`src/hdl/rpvs_pkg.sv`:
```
package rpvs_pkg;

   localparam int DATA_W = 32;
   localparam int COEF_W = 31;
   localparam int CNT_W  = 6;

   localparam logic [1:0] CSR_TIME_STEP    = 2'd0;
   localparam logic [1:0] CSR_SPRING_COEFF = 2'd1;
   localparam logic [1:0] CSR_INV_MASS     = 2'd2;
   localparam logic [1:0] CSR_BEAD_COUNT   = 2'd3;

   localparam logic signed [DATA_W-1:0] SAT_MAX = 32'sh7FFF_FFFF;
   localparam logic signed [DATA_W-1:0] SAT_MIN = 32'sh8000_0000;

   function automatic logic signed [DATA_W-1:0] sat_sum(input logic signed [DATA_W+1:0] x);
      logic signed [DATA_W-1:0] r;
      if (x > $signed({{2{1'b0}}, SAT_MAX})) r = SAT_MAX;
      else if (x < $signed({{2{1'b1}}, SAT_MIN})) r = SAT_MIN;
      else r = x[DATA_W-1:0];
      return r;
   endfunction

endpackage

```
`src/hdl/rpvs_qmul.sv`:
```
module rpvs_qmul
   import rpvs_pkg::*;
(
   input  logic                     clock,
   input  logic [COEF_W-1:0]        coef,
   input  logic signed [DATA_W-1:0] value,
   output logic signed [DATA_W-1:0] product
);

   logic signed [63:0] prod_ff;
   logic signed [63:0] prod_in;
   logic signed [47:0] shifted;

   assign prod_in = $signed({1'b0, coef}) * value;

   always_ff @(posedge clock) begin
      prod_ff <= prod_in;
   end

   assign shifted = prod_ff[63:16];

   always_comb begin
      if (shifted > 48'sh0000_7FFF_FFFF) product = SAT_MAX;
      else if (shifted < -48'sh0000_8000_0000) product = SAT_MIN;
      else product = shifted[DATA_W-1:0];
   end

endmodule

```
`config.mk`:
```
export PLATFORM = sky130hd
export DESIGN_NAME = rpvs_qmul
export DESIGN_NICKNAME = d
export VERILOG_FILES = /design/src/hdl/rpvs_pkg.sv /design/src/hdl/rpvs_qmul.sv
export SDC_FILE = /design/constraint.sdc
export NUM_CORES = 2
export LEC_CHECK = 0
export BUFFER_PORTS_ARGS = -buffer_cell sky130_fd_sc_hd__buf_2
export CORE_MARGIN = 2
export CORE_UTILIZATION = 30
export DETAILED_ROUTE_END_ITERATION = 8
export GPL_TIMING_DRIVEN = 0
export MAX_ROUTING_LAYER = met4
export PLACE_DENSITY = 0.5
export SYNTH_ARGS = -nofsm -noshare
export SYNTH_HDL_FRONTEND = slang
export SYNTH_SLANG_ARGS = --single-unit
```
`constraint.sdc`:
```
create_clock -name clock -period 16.5 [get_ports clock]
set_input_delay 0.825 -clock clock [delete_from_list [all_inputs] [get_ports clock]]
set_output_delay 0.825 -clock clock [all_outputs]
set_load 0.005 [all_outputs]
```
Yosys cells after proc, flatten, opt, wreduce, memory -nomap -nowiden
Cells that the tools add are included. Widths: inputs -> output; s select.

Multiply operators: 1. $lt $le $gt $ge: 2. Mux-type cells: 2.

Operator list (number): $mul 32x32->64 (1); $mux 32 (2); $gt 48x32->1 const B (1); $lt 48x32->1 const B (1).

Register bits: 64. Logic and storage cells: 6.

Depth between registers and ports, before layout
Depth in word-level cells: 3. Mapped depth: 28.

Worst setup path before layout
No wires, ideal clock.

Kind: input port to flip-flop. Start: input port coef[30]. End: register prod_ff[54]. Arrival: 7.283 ns. Required time: 16.375 ns. Path slack: 9.092 ns. Stages on the path: 25. Path buffers: 1. Cells stage by stage: clkbuf_1 nand2_1 fa_1 inv_1 fa_1 fa_1 inv_1 fa_1 inv_1 fa_1 fa_1 fa_1 inv_1 fa_1 inv_1 ha_1 a21o_1 a21o_1 a21o_1 a311o_1 nand2_1 o211ai_2 o31a_1 a31oi_1 xnor2_1.

Word-level cells in the longest chain between the ends: 1.

Ends and longest elaborated chain: start, declared (RTL line rpvs_qmul.sv:5) `input logic [COEF_W-1:0] coef,`; $mul 32x32->64 (RTL line rpvs_qmul.sv:14) `assign prod_in = $signed({1'b0, coef}) * value;`; via prod_in[54] (RTL line rpvs_qmul.sv:11) `logic signed [63:0] prod_in;`; end signal, assigned (RTL line rpvs_qmul.sv:17) `prod_ff <= prod_in;`; end, declared (RTL line rpvs_qmul.sv:10) `logic signed [63:0] prod_ff;`.

The timed path passes the listed nets, and every way through them passes these cells.

Final worst setup path
Start: input port coef[14]. End: register prod_ff[57].

Same word-level chain as after synthesis.

==> qor_table.md <==
| Item | Reported |
| --- | --- |
| Antenna violations before repair | 29 |
| Shortest period the worst path allows | 9.300 ns |
| Crit path max-delay cell type | clkbuf_1 |
| Share of the clock period used by the worst path after layout | 56.36% |
| Warnings from Yosys | 0 |
| Number of remaining DRC errors | 0 |
| GRT Util Overall | 24.37% |
| Seq/Total Area, Yosys | 2.830% |
| CTS Buf Count | 5 |
| Synthesized area | 33960 um^2 |
| CTS tree | yes |
| Routed WL | 135200 um |
| Largest net degree at the start of global routing | 17 |
| Count of buffers inserted at the top-level ports | 95 |
| Final number of hold-violating endpoints | 0 |
| Slew at the pin closest to its max-slew limit | 1.400 ns |
| Fill cell count | 12170 |
| Clock slew at reported path FFs | 0.07 ns |
| Post-route worst hold slack | 1.406 ns |
| Top-level I/O count | 96 |
| Dominant register cell in the synthesized netlist | dfxtp_1 |
| Startpoint of the lowest-slack hold path | coef[0] |
| Number of flops mapped to enable cells by yosys | 0 |
| Congestion Overflow GR | 0 |
| Total number of placement rows | 123 |
| Biggest regs | prod_ff x48 |
| Data arrival time of the critical path | 9.49 ns |
| Distinct cell type count of the synthesized netlist | 65 |
| Via count of the first global-routing pass | 27930 |
| Ordered list of cells on the worst path | buf_2 -> clkbuf_1 -> and2_1 -> fa_1 -> fa_1 -> inv_1 -> fa_1 -> fa_1 -> fa_1 -> inv_1 -> fa_1 -> fa_1 -> fa_1 -> ha_1 -> a21oi_1 -> o21ai_0 -> or3_1 -> nor4_2 -> o31ai_2 -> a31o_2 -> a21oi_2 -> o21ai_1 -> xor2_1 |
| WHS Path Cells | 6 |
| Final setup violation count | 0 |
| Async S/R FF share, synth | 0% |
| Initial core utilization | 30.22% |
| Via/cell ratio | 4.952 |
| Cell Area, Placed | 36310 um^2 |
| Placed wire-length estimate after detailed placement | 112300 um |
| Longest individual stage delay on the worst path | 0.94 ns |
| Clock Sink Count | 48 |
| Worst-case headroom to the max-slew limit | 6.650% |
| Max_cap viols | 0 |
| Number of setup buffers added after CTS | 0 |
| Number of buffers between clock root and the deepest sink | 2 |
| Post-synthesis cell count | 3710 |
| Final layout net count | 5035 |
| Worst Setup Path Type | in -> reg |
| Number of DRC markers in iteration 0 | 2294 |
| Post-route standard cell area excluding fillers | 36560 um^2 |
| Synthesized net count | 4933 |
| Vert. Die Dim | 340.4 um |
| Wire length of the first global-routing pass | 195800 um |
| Hold endpoint | prod_ff[17] |
| Layout-stage area growth over the synthesis result | 7.683% |
| Die Area | 115900 um^2 |
| CTS resizes | 0 |
| RSZ-0062 raised after global routing | false |
| Startpoint class of the critical path | input pin |
| Most common cell type on the critical path | fa_1 |
| Crit Path Max Fanout | 10 |
| Routed len/inst | 25.34 um |
| Die width | 340.4 um |
| Element type at the critical path end | register |
| Fraction of layout instances using a drive strength above 1 | 3.331% |
| Run status | finished clean |
| Final antenna-violating net count | 0 |
| Final weighted congestion in routability-driven placement | 0.9795 |
| Largest reg by FF count | prod_ff |
| TritonRoute pass-1 iters | 5 |
| Mean post-synth cell area | 9.152 um^2 |
| Clock root buffer master | clkbuf_16 |
| Area of the core region | 112300 um^2 |
| DR vias | 26420 |
| Required time at the endpoint of the critical path | 16.69 ns |
| Flip-flop count of the largest register, all copies and words added | 48 |
| Flip-flop and latch count after synthesis | 48 |
| Worst hold path type | in -> reg |
| Number of H-tree levels | 2 |
| CTS Hold Buffers Added | 0 |
| Summed negative setup slack over all endpoints | 0 ns |
| Maximum frequency from static timing analysis | 107.5 MHz |
| Pins Over Slew Limit | 0 |
| Final standard cell utilization of the core | 32.55% |
[routing by layer]
metal	track usage [%]	wire, um	vias up	part of all wire (%)
li1	-	-	11030	-
met1	31.60	55040	13980	41
met2	37.88	62260	1149	46
met3	3.820	10930	260	8.1
met4	10.23	6942	0	5.1
met5	-	0	-	0
[cell usage in the layout (no fill, tap or decap), types with 5 or more instances in the layout]
| master | n |
|---|---|
| clkbuf_1 | 213 |
| nand4_1 | 18 |
| nor3_1 | 8 |
| o21ai_0 | 28 |
| ha_1 | 293 |
| diode_2 | 22 |
| and3_1 | 11 |
| inv_1 | 838 |
| buf_2 | 101 |
| a21o_1 | 34 |
| nor2_1 | 22 |
| fa_1 | 866 |
| nand2b_1 | 18 |
| a21oi_1 | 65 |
| dfxtp_1 | 48 |
| and2_1 | 602 |
| xnor2_1 | 31 |
| nand2_1 | 460 |
| clkbuf_16 | 5 |
| o21ai_1 | 6 |
| nor2b_1 | 23 |
| xor2_1 | 19 |
| a31oi_1 | 8 |
| nand3_1 | 22 |
[synthesized netlist by cell type, types with 4 or more instances]
cell type | instances | area [um^2]
nand2b_1 | 18 | 112.6
dfxtp_1 | 48 | 960.9
o21ai_0 | 28 | 140.1
nor3_1 | 8 | 40.04
and3_1 | 11 | 68.82
nand3_1 | 22 | 110.1
xnor2_1 | 31 | 271.5
fa_1 | 866 | 17340
nand2_1 | 460 | 1727
o21ai_1 | 6 | 30.03
a31oi_1 | 8 | 50.05
nand4_1 | 18 | 112.6
a21oi_1 | 65 | 325.3
xor2_1 | 19 | 166.4
o31ai_1 | 4 | 30.03
nor2b_1 | 23 | 143.9
inv_1 | 838 | 3146
clkbuf_1 | 213 | 799.5
buf_2 | 6 | 30.03
a211oi_1 | 4 | 30.03
a21o_1 | 34 | 255.2
nor2_1 | 22 | 82.58
ha_1 | 293 | 3666
and2_1 | 602 | 3766
[worst max-delay path by stage]
stage	start	cells after the start	slack, ns	end
after global routing	coef[14]	23	7.06	prod_ff[57]
final	coef[14]	23	7.20	prod_ff[57]
after CTS	coef[14]	23	7.43	prod_ff[57]
after detailed placement	coef[14]	23	7.13	prod_ff[57]
after global placement	coef[14]	23	7.15	prod_ff[57]
after floorplan	coef[30]	25	9.09	prod_ff[54]
[logic make-up after synthesis]
| kind of cell | synth area share (%) |
|---|---|
| fa+ha+maj | 61.85 |
| simple gates | 18.49 |
| flops | 2.830 |
| buf+inv | 11.71 |
| xor+xnor | 1.290 |
| compound gates | 3.803 |
| mux | 0.02948 |
[worst max-delay path: cells and delay by family]
kind                     cells  cell delay [ns]
AO/OA/AOI/OAI                6             1.44
XOR/XNOR                     1             0.15
adder cells (fa/ha/maj)      9             4.34
buffers and inverters        4             1.32
AND/OR/NAND/NOR              3             1.38
[stage by stage]
stage,worst slack (ns),std cells
final,7.200,5335
after global routing,7.062,5319
after CTS,7.434,5313
after detailed placement,7.129,5305
after global placement,7.148,5305
after floorplan,9.092,3710
[layout make-up]
cell class | count | area [um^2] | share of cell area (%)
multi-input cells | 2605 | 29030 | 79.39
inverters | 838 | 3146 | 8.603
well taps | 1500 | 1877 | 5.133
flip-flops and latches | 48 | 960.9 | 2.628
plain buffers | 219 | 829.5 | 2.269
repair buffers | 95 | 475.5 | 1.300
clock buffers | 5 | 125.1 | 0.3422
clock inverters | 3 | 68.82 | 0.1882
diodes | 22 | 55.05 | 0.1506
Power is not shown: default switching activity piles up to over one toggle a cycle in this logic, so the estimate is an artifact.
